## src/rtl/mse_pkg.sv

```systemverilog
// ============================================================================
// Mean squared error reducer package
// Shared types, widths and codes for the front end, job queue and back end.
// ============================================================================
package mse_pkg;

    localparam int DATA_W      = 16;
    localparam int DIFF_W      = DATA_W + 1;
    localparam int SQ_W        = 2 * DATA_W;
    localparam int SUM_W       = 48;
    localparam int COUNT_W     = 17;
    localparam int QUEUE_DEPTH = 4;
    localparam int QUEUE_PTR_W = $clog2(QUEUE_DEPTH);
    localparam int QUEUE_CNT_W = $clog2(QUEUE_DEPTH + 1);
    localparam int DIV_CNT_W   = $clog2(SUM_W);

    localparam logic [COUNT_W-1:0] MAX_ELEMENTS = COUNT_W'(65536);
    localparam logic [SUM_W-1:0]   SUM_MAX      = {SUM_W{1'b1}};

    localparam logic [1:0] MODE_PER_ELEMENT = 2'd0;
    localparam logic [1:0] MODE_MEAN        = 2'd1;
    localparam logic [1:0] MODE_SUM         = 2'd2;
    localparam logic [1:0] MODE_RESET       = MODE_MEAN;

    typedef struct packed {
        logic signed [DATA_W-1:0] predicted;
        logic signed [DATA_W-1:0] expected;
        logic                     final_element;
    } mse_in_t;

    typedef struct packed {
        logic [SUM_W-1:0] loss_value;
        logic             final_result;
    } mse_out_t;

    typedef struct packed {
        logic               divide;
        logic [SUM_W-1:0]   value;
        logic [COUNT_W-1:0] count;
        logic               final_result;
    } mse_job_t;

endpackage

```

## src/rtl/mse_front.sv

```systemverilog
// ============================================================================
// Mean squared error front end
// Accepts transactions, squares the difference, accumulates and issues jobs.
// ============================================================================
module mse_front
    import mse_pkg::*;
(
    input  logic     clk,
    input  logic     rst_n,
    input  logic     cfg_we,
    input  logic [1:0] cfg_wdata,
    input  logic     in_valid,
    output logic     in_ready,
    input  mse_in_t  in_data,
    output logic     job_valid,
    input  logic     job_full,
    output mse_job_t job
);

    logic [1:0]         mode_reg;
    logic               s1_valid_reg;
    logic               s1_valid_next;
    logic [SQ_W-1:0]    s1_sq_reg;
    logic               s1_last_reg;
    logic [SUM_W-1:0]   sum_reg;
    logic [SUM_W-1:0]   sum_next;
    logic [COUNT_W-1:0] count_reg;
    logic [COUNT_W-1:0] count_next;
    logic               s1_adv;
    logic               accept;
    logic signed [DIFF_W-1:0] diff;
    logic [DIFF_W-1:0]  mag_full;
    logic [DATA_W-1:0]  mag;
    logic [SUM_W:0]     sum_wide;
    logic [SUM_W-1:0]   sum_acc;
    logic [COUNT_W-1:0] count_acc;

    assign s1_adv   = s1_valid_reg && !job_full;
    assign in_ready = !s1_valid_reg || s1_adv;
    assign accept   = in_valid && in_ready;

    assign diff     = DIFF_W'(in_data.predicted) - DIFF_W'(in_data.expected);
    assign mag_full = diff[DIFF_W-1] ? DIFF_W'(-diff) : DIFF_W'(diff);
    assign mag      = mag_full[DATA_W-1:0];

    assign sum_wide  = {1'b0, sum_reg} + (SUM_W+1)'(s1_sq_reg);
    assign sum_acc   = sum_wide[SUM_W] ? SUM_MAX : sum_wide[SUM_W-1:0];
    assign count_acc = (count_reg < MAX_ELEMENTS) ? count_reg + COUNT_W'(1) : count_reg;

    always_comb
    begin
        s1_valid_next = s1_valid_reg;
        if (accept)
        begin
            s1_valid_next = 1'b1;
        end
        else if (s1_adv)
        begin
            s1_valid_next = 1'b0;
        end

        sum_next   = sum_reg;
        count_next = count_reg;
        if (s1_adv)
        begin
            if (s1_last_reg)
            begin
                sum_next   = '0;
                count_next = '0;
            end
            else if (mode_reg != MODE_PER_ELEMENT)
            begin
                sum_next   = sum_acc;
                count_next = count_acc;
            end
        end

        job_valid        = s1_adv && ((mode_reg == MODE_PER_ELEMENT) || s1_last_reg);
        job.divide       = (mode_reg == MODE_MEAN);
        job.value        = (mode_reg == MODE_PER_ELEMENT) ? SUM_W'(s1_sq_reg) : sum_acc;
        job.count        = count_acc;
        job.final_result = s1_last_reg;
    end

    always_ff @(posedge clk or negedge rst_n)
    begin
        if (!rst_n)
        begin
            mode_reg     <= MODE_RESET;
            s1_valid_reg <= 1'b0;
            sum_reg      <= '0;
            count_reg    <= '0;
        end
        else
        begin
            if (cfg_we)
            begin
                mode_reg <= cfg_wdata;
            end
            s1_valid_reg <= s1_valid_next;
            sum_reg      <= sum_next;
            count_reg    <= count_next;
        end
    end

    always_ff @(posedge clk)
    begin
        if (accept)
        begin
            s1_sq_reg   <= mag * mag;
            s1_last_reg <= in_data.final_element;
        end
    end

endmodule

```

## src/rtl/mse_queue.sv

```systemverilog
// ============================================================================
// Mean squared error job queue
// Short first-in first-out buffer of jobs between the front and back ends.
// ============================================================================
module mse_queue
    import mse_pkg::*;
(
    input  logic     clk,
    input  logic     rst_n,
    input  logic     push,
    input  mse_job_t push_job,
    output logic     full,
    input  logic     pop,
    output logic     head_valid,
    output mse_job_t head_job
);

    mse_job_t               entry_reg [QUEUE_DEPTH];
    logic [QUEUE_PTR_W-1:0] wr_ptr_reg;
    logic [QUEUE_PTR_W-1:0] rd_ptr_reg;
    logic [QUEUE_CNT_W-1:0] count_reg;
    logic [QUEUE_CNT_W-1:0] count_next;
    logic                   do_push;
    logic                   do_pop;

    assign full       = (count_reg == QUEUE_CNT_W'(QUEUE_DEPTH));
    assign head_valid = (count_reg != '0);
    assign head_job   = entry_reg[rd_ptr_reg];
    assign do_push    = push && !full;
    assign do_pop     = pop && head_valid;

    always_comb
    begin
        count_next = count_reg;
        if (do_push && !do_pop)
        begin
            count_next = count_reg + QUEUE_CNT_W'(1);
        end
        else if (!do_push && do_pop)
        begin
            count_next = count_reg - QUEUE_CNT_W'(1);
        end
    end

    always_ff @(posedge clk or negedge rst_n)
    begin
        if (!rst_n)
        begin
            wr_ptr_reg <= '0;
            rd_ptr_reg <= '0;
            count_reg  <= '0;
        end
        else
        begin
            if (do_push)
            begin
                wr_ptr_reg <= wr_ptr_reg + QUEUE_PTR_W'(1);
            end
            if (do_pop)
            begin
                rd_ptr_reg <= rd_ptr_reg + QUEUE_PTR_W'(1);
            end
            count_reg <= count_next;
        end
    end

    always_ff @(posedge clk)
    begin
        if (do_push)
        begin
            entry_reg[wr_ptr_reg] <= push_job;
        end
    end

    assert property (@(posedge clk) disable iff (!rst_n)
        count_reg <= QUEUE_CNT_W'(QUEUE_DEPTH))
        else $error("Job queue count exceeds its depth.");

    assert property (@(posedge clk) disable iff (!rst_n)
        (push && full) |-> pop)
        else $error("Job pushed into a full queue without a pop.");

    assert property (@(posedge clk) disable iff (!rst_n)
        (do_push && !do_pop) |=> (count_reg == $past(count_reg) + QUEUE_CNT_W'(1)))
        else $error("Job queue count did not follow a push.");

endmodule

```

## src/rtl/mse_back.sv

```systemverilog
// ============================================================================
// Mean squared error back end
// Executes jobs: passes values through or divides the sum by the count.
// ============================================================================
module mse_back
    import mse_pkg::*;
(
    input  logic     clk,
    input  logic     rst_n,
    input  logic     job_valid,
    input  mse_job_t job,
    output logic     job_pop,
    output logic     out_valid,
    input  logic     out_ready,
    output mse_out_t out_data
);

    localparam logic [1:0] ST_IDLE = 2'd0;
    localparam logic [1:0] ST_DIV  = 2'd1;
    localparam logic [1:0] ST_HOLD = 2'd2;

    logic [1:0]           state_reg;
    logic [1:0]           state_next;
    logic                 out_valid_reg;
    logic                 out_valid_next;
    mse_out_t             out_data_reg;
    logic [SUM_W-1:0]     div_q_reg;
    logic [COUNT_W-1:0]   div_r_reg;
    logic [COUNT_W-1:0]   div_d_reg;
    logic [DIV_CNT_W-1:0] div_cnt_reg;
    logic [COUNT_W:0]     trial;
    logic [COUNT_W:0]     trial_diff;
    logic                 trial_ge;
    logic                 out_free;
    logic                 load_direct;
    logic                 load_div;
    logic                 start_div;

    assign out_free   = !out_valid_reg || out_ready;
    assign trial      = {div_r_reg, div_q_reg[SUM_W-1]};
    assign trial_diff = trial - {1'b0, div_d_reg};
    assign trial_ge   = (trial >= {1'b0, div_d_reg});

    always_comb
    begin
        state_next  = state_reg;
        load_direct = 1'b0;
        load_div    = 1'b0;
        start_div   = 1'b0;
        job_pop     = 1'b0;
        case (state_reg)
            ST_IDLE:
            begin
                if (job_valid)
                begin
                    if (job.divide)
                    begin
                        job_pop    = 1'b1;
                        start_div  = 1'b1;
                        state_next = ST_DIV;
                    end
                    else if (out_free)
                    begin
                        job_pop     = 1'b1;
                        load_direct = 1'b1;
                    end
                end
            end
            ST_DIV:
            begin
                if (div_cnt_reg == DIV_CNT_W'(SUM_W - 1))
                begin
                    state_next = ST_HOLD;
                end
            end
            ST_HOLD:
            begin
                if (out_free)
                begin
                    load_div   = 1'b1;
                    state_next = ST_IDLE;
                end
            end
            default:
            begin
                state_next = ST_IDLE;
            end
        endcase

        out_valid_next = out_valid_reg;
        if (load_direct || load_div)
        begin
            out_valid_next = 1'b1;
        end
        else if (out_ready)
        begin
            out_valid_next = 1'b0;
        end
    end

    always_ff @(posedge clk or negedge rst_n)
    begin
        if (!rst_n)
        begin
            state_reg     <= ST_IDLE;
            out_valid_reg <= 1'b0;
        end
        else
        begin
            state_reg     <= state_next;
            out_valid_reg <= out_valid_next;
        end
    end

    always_ff @(posedge clk)
    begin
        if (start_div)
        begin
            div_q_reg   <= job.value;
            div_r_reg   <= '0;
            div_d_reg   <= job.count;
            div_cnt_reg <= '0;
        end
        else if (state_reg == ST_DIV)
        begin
            div_q_reg   <= {div_q_reg[SUM_W-2:0], trial_ge};
            div_r_reg   <= trial_ge ? trial_diff[COUNT_W-1:0] : trial[COUNT_W-1:0];
            div_cnt_reg <= div_cnt_reg + DIV_CNT_W'(1);
        end

        if (load_direct)
        begin
            out_data_reg.loss_value   <= job.value;
            out_data_reg.final_result <= job.final_result;
        end
        else if (load_div)
        begin
            out_data_reg.loss_value   <= div_q_reg;
            out_data_reg.final_result <= 1'b1;
        end
    end

    assign out_valid = out_valid_reg;
    assign out_data  = out_data_reg;

    assert property (@(posedge clk) disable iff (!rst_n)
        (state_reg == ST_DIV) |=> (state_reg == ST_DIV || state_reg == ST_HOLD))
        else $error("Divider left its run before holding the quotient.");

    assert property (@(posedge clk) disable iff (!rst_n)
        start_div |=> (div_d_reg != '0))
        else $error("Mean job started with a zero element count.");

endmodule

```

## src/rtl/mean_squared_error_reducer.sv

```systemverilog
// ============================================================================
// Mean squared error reducer
// Squares prediction/target differences and gives squares, sums or means.
// ============================================================================
// One transaction is accepted per cycle while the job queue has room. The
// front end registers the square of each difference and, outside per-element
// mode, folds it into a saturating 48-bit sum. A per-element or sum result
// passes through the job queue into the registered output. A mean result runs
// through the back end's shift-subtract divider, one quotient bit a cycle, and
// waits there until the output register is free. A four-entry job queue lets
// the front end keep accepting elements meanwhile; when the divider or a
// stalled output holds the queue and it fills, the input stalls.
// ============================================================================
module mean_squared_error_reducer
    import mse_pkg::*;
(
    input  logic       clk,
    input  logic       rst_n,
    input  logic       cfg_we,
    input  logic [1:0] cfg_wdata,
    input  logic       in_valid,
    output logic       in_ready,
    input  mse_in_t    in_data,
    output logic       out_valid,
    input  logic       out_ready,
    output mse_out_t   out_data
);

    logic     push;
    logic     full;
    logic     pop;
    logic     head_valid;
    mse_job_t push_job;
    mse_job_t head_job;

    mse_front u_front (
        .clk       (clk),
        .rst_n     (rst_n),
        .cfg_we    (cfg_we),
        .cfg_wdata (cfg_wdata),
        .in_valid  (in_valid),
        .in_ready  (in_ready),
        .in_data   (in_data),
        .job_valid (push),
        .job_full  (full),
        .job       (push_job)
    );

    mse_queue u_queue (
        .clk        (clk),
        .rst_n      (rst_n),
        .push       (push),
        .push_job   (push_job),
        .full       (full),
        .pop        (pop),
        .head_valid (head_valid),
        .head_job   (head_job)
    );

    mse_back u_back (
        .clk       (clk),
        .rst_n     (rst_n),
        .job_valid (head_valid),
        .job       (head_job),
        .job_pop   (pop),
        .out_valid (out_valid),
        .out_ready (out_ready),
        .out_data  (out_data)
    );

endmodule

```

## config.mk

```make
export PLATFORM = sky130hd
export DESIGN_NAME = mean_squared_error_reducer
export DESIGN_NICKNAME = d
export VERILOG_FILES = /design/src/rtl/mse_pkg.sv /design/src/rtl/mse_front.sv /design/src/rtl/mse_queue.sv /design/src/rtl/mse_back.sv /design/src/rtl/mean_squared_error_reducer.sv
export SDC_FILE = /design/constraint.sdc
export NUM_CORES = 1
export LEC_CHECK = 0
export BUFFER_PORTS_ARGS = -buffer_cell sky130_fd_sc_hd__buf_2
export CAP_MARGIN = 40
export CORE_MARGIN = 2
export CORE_UTILIZATION = 44
export DETAILED_ROUTE_END_ITERATION = 10
export GPL_TIMING_DRIVEN = 0
export SYNTH_ARGS = -nofsm -noshare
export SYNTH_HDL_FRONTEND = slang
export SYNTH_SLANG_ARGS = --single-unit
```

## constraint.sdc

```tcl
create_clock -name clk -period 7.6 [get_ports clk]
set_input_delay 0.38 -clock clk [delete_from_list [all_inputs] [get_ports clk]]
set_output_delay 0.38 -clock clk [all_outputs]
set_load 0.01 [all_outputs]
```

==> flow_metrics.env <==
export IMPL_synthCells=2646
export IMPL_hold_path_class="input pin to register"
export IMPL_drc=0
export IMPL_cp_data_required_time_ps=7900
export IMPL_fin_ws_ps=-797
export IMPL_h_tree_depth=2
export IMPL_antenna_found_initial=0
export IMPL_dp_hpwl_um=52300
export IMPL_initial_utilization_pct=44.4
export IMPL_multiInputGateArea_um2=15700
export IMPL_cts_buffers=49
export IMPL_path_buf_inv=8
export IMPL_setup_viol=15
export IMPL_crit_arrival_ps=8700
export IMPL_grt_overflow=0
export IMPL_grt_max_degree=61
export IMPL_clock_sinks=515
export IMPL_relSlewSlack_pct=43.7
export IMPL_min_from="in_data[0]"
export IMPL_final_hold_viol_count=0
export IMPL_final_period_utilization_pct=110
export IMPL_cts_tree="built"
export IMPL_cp_common_cell="fa_1"
export IMPL_drt_iter0_drc=1200
export IMPL_synth_warnings=0
export IMPL_wl_per_cell_um=18.1
export IMPL_hold_end="u_front.s1_last_reg"
export IMPL_synthArstFlopShare_pct=15.1
export IMPL_cp_top_family="adder cells"
export IMPL_die_area_um2=72700
export IMPL_post_place_ws_ps=-2200
export IMPL_status="complete, but fails checks"
export IMPL_port_buffers=90
export IMPL_synth_edff_count=414
export IMPL_ant_nets=0
export IMPL_placed_area_um2=33300
export IMPL_synth_nets=3025
export IMPL_final_util_pct=52.5
export IMPL_ff2ff_setup_slack_ps=2720
export IMPL_worstMarginPinSlew_ps=836
export IMPL_num_rows=97
export IMPL_fin_cells=3897
export IMPL_routed_wirelength_um=70600
export IMPL_critPathMaxStageDelay_ps=560
export IMPL_maxSlewViolCount=0
export IMPL_cp_end_kind="register"
export IMPL_start_kind="input pin"
export IMPL_rsz0062_at_grt="yes"
export IMPL_grt_pass1_vias=21634
export IMPL_stdcell_area_um2=36700
export IMPL_largest_reg_flops=268
export IMPL_fillers=5985
export IMPL_ys_seq_area_share_pct=47.8
export IMPL_fin_crit_ps=8400
export IMPL_cts_clk_slew_worst_paths_ps=70
export IMPL_rr_startpoint="u_front.s1_sq_reg[13]"
export IMPL_synth_top_flop_cell="edfxtp_1"
export IMPL_worstSkewPairLatency_ps=570
export IMPL_area_delta_synth_final_pct=18.2
export IMPL_r2r_end="u_queue.entry_reg[2][36]"
export IMPL_min_path_cells=1
export IMPL_cts_root_buf="clkbuf_16"
export IMPL_firstDrtPassIters=7
export IMPL_vias_per_cell=5.27
export IMPL_seq_area_um2=14800
export IMPL_critPathSlowestCell="fa_1"
export IMPL_synth_distinct_cells=72
export IMPL_final_setup_skew_ps=15.5
export IMPL_io_pins=91
export IMPL_drive_above_1_share_pct=20.3
export IMPL_yosys_register_bits=515
export IMPL_rr_worst_depth=14
export IMPL_grt_use_total_pct=19.5
export IMPL_syn_area_per_cell_um2=11.7
export IMPL_cts_max_path_buffers=3
export IMPL_vias=20555
export IMPL_crit_type="input pin to register"
export IMPL_grt_pass1_wl_um=114000
export IMPL_max_clock_freq_ghz=0.119
export IMPL_die_width_um=270
export IMPL_syn_area_um2=31000
export IMPL_die_y_um=270
export IMPL_place_gp_congestion=0.881
export IMPL_cap_viol_max_count=0
export IMPL_layout_nets=3296
export IMPL_dp_cells=3694
export IMPL_violations="setup timing"
export IMPL_diodes=0
export IMPL_fp_coreArea_um2=69900
export IMPL_path_max_fanout=5
==> cells in the mapped netlist (all sizes together), types with 14 or more instances <==
library cell	count	area (um2)
edfxtp	414	12400
nand2	319	1200
inv	297	1110
nor2	204	766
ha	172	2150
fa	167	3340
a21oi	122	614
o21ai	120	601
xnor2	80	701
dfrtp	77	1930
clkbuf	72	270
mux4	67	1510
a21o	59	443
mux2	52	586
xor2	46	440
nand3	34	170
nor3	31	155
dfxtp	23	460
nand2b	23	144
o21a	18	135
a31oi	17	106
and2	17	109
and3	17	106
buf	17	71.3
mux2i	16	160
o21bai	15	113
a22o	14	123
==> cells by family (layout without fill, tap and decap cells) <==
kind of cell	count (synthesis)	after routing	synth area share (%)
muxes	135	135	7.26
DFF	515	515	47.8
and+or+nand+nor	699	699	9.70
buffers and inverters	389	700	4.73
AOI/OAI and AO/OA	442	442	9.02
xor gates and xnor gates	127	127	3.75
adders and majority gates	339	339	17.7
==> cell usage in the layout, fill, tap and decap left out, drive strengths merged, types with 8 or more instances in the layout <==
cell,Yosys,layout
a31oi,17,17
clkinv,3,21
and3,17,17
mux2,52,52
o21ai,120,120
nor2b,13,13
fa,167,167
nand2b,23,23
nand2,319,319
o21bai,15,15
o21a,18,18
a22o,14,14
buf,17,236
and2,17,17
mux2i,16,16
mux4,67,67
dfxtp,23,23
a21oi,122,122
a211oi,13,13
o31ai,8,8
a21o,59,59
clkbuf,72,132
xor2,46,46
edfxtp,414,414
or2,11,11
nor2,204,204
ha,172,172
dfrtp,77,77
inv,297,299
nor3,31,31
nand3,34,34
nand4,12,12
xnor2,80,80
==> how the worst max path moves through the flow <==
stage / startpoint / end / slack [ps] / cells past startpoint
floorplan: in_data[17] / u_front.s1_sq_reg[31] / -760 / 31
global placement: in_data[17] / u_front.s1_sq_reg[31] / -2270 / 35
detailed placement: in_data[17] / u_front.s1_sq_reg[31] / -2200 / 34
CTS: in_data[17] / u_front.s1_sq_reg[31] / -740 / 31
global route: in_data[17] / u_front.s1_sq_reg[31] / -1100 / 40
finish: in_data[17] / u_front.s1_sq_reg[31] / -800 / 38
==> metrics by stage <==
stage	TNS, ps	hold WS, ps
2_1_floorplan	-2320	84.4
3_3_place_gp	-27310	470
3_5_place_dp	-26130	313
4_1_cts	-3480	24.1
5_1_grt	-9820	8.87
6_report	-5450	39.0
==> metal layers <==
| metal | track usage, % | part of all wire [%] |
|---|---|---|
| met1 | 25.2 | 43 |
| met2 | 34.5 | 50 |
| met3 | 1.67 | 3.9 |
| met4 | 6.65 | 3.1 |
| met5 | 0 | 0 |
==> final cells by class <==
| cell class | instances | share of cell area [%] |
|---|---|---|
| Clock buffer | 61 | 3.58 |
| Inverter | 300 | 3.17 |
| Sequential cell | 515 | 40.5 |
| Buffer | 88 | 1.14 |
| Tap cell | 940 | 3.21 |
| Timing Repair Buffer | 221 | 4.86 |
| Clock inverter | 30 | 0.849 |
| Multi-Input combinational cell | 1742 | 42.7 |
==> timing repair <==
item                                    in CTS  in global routing
endpoints found under the setup margin      19                 19
endpoints found under the hold margin       18                  0
setup buffers                               96                 26
hold buffers                                 1                  0
pin swaps                                  104                 47
gates resized for setup                    134                 44
cloned                                       1                  0
Power is not shown: default switching activity piles up to over one toggle a cycle in this logic, so the estimate is an artifact.
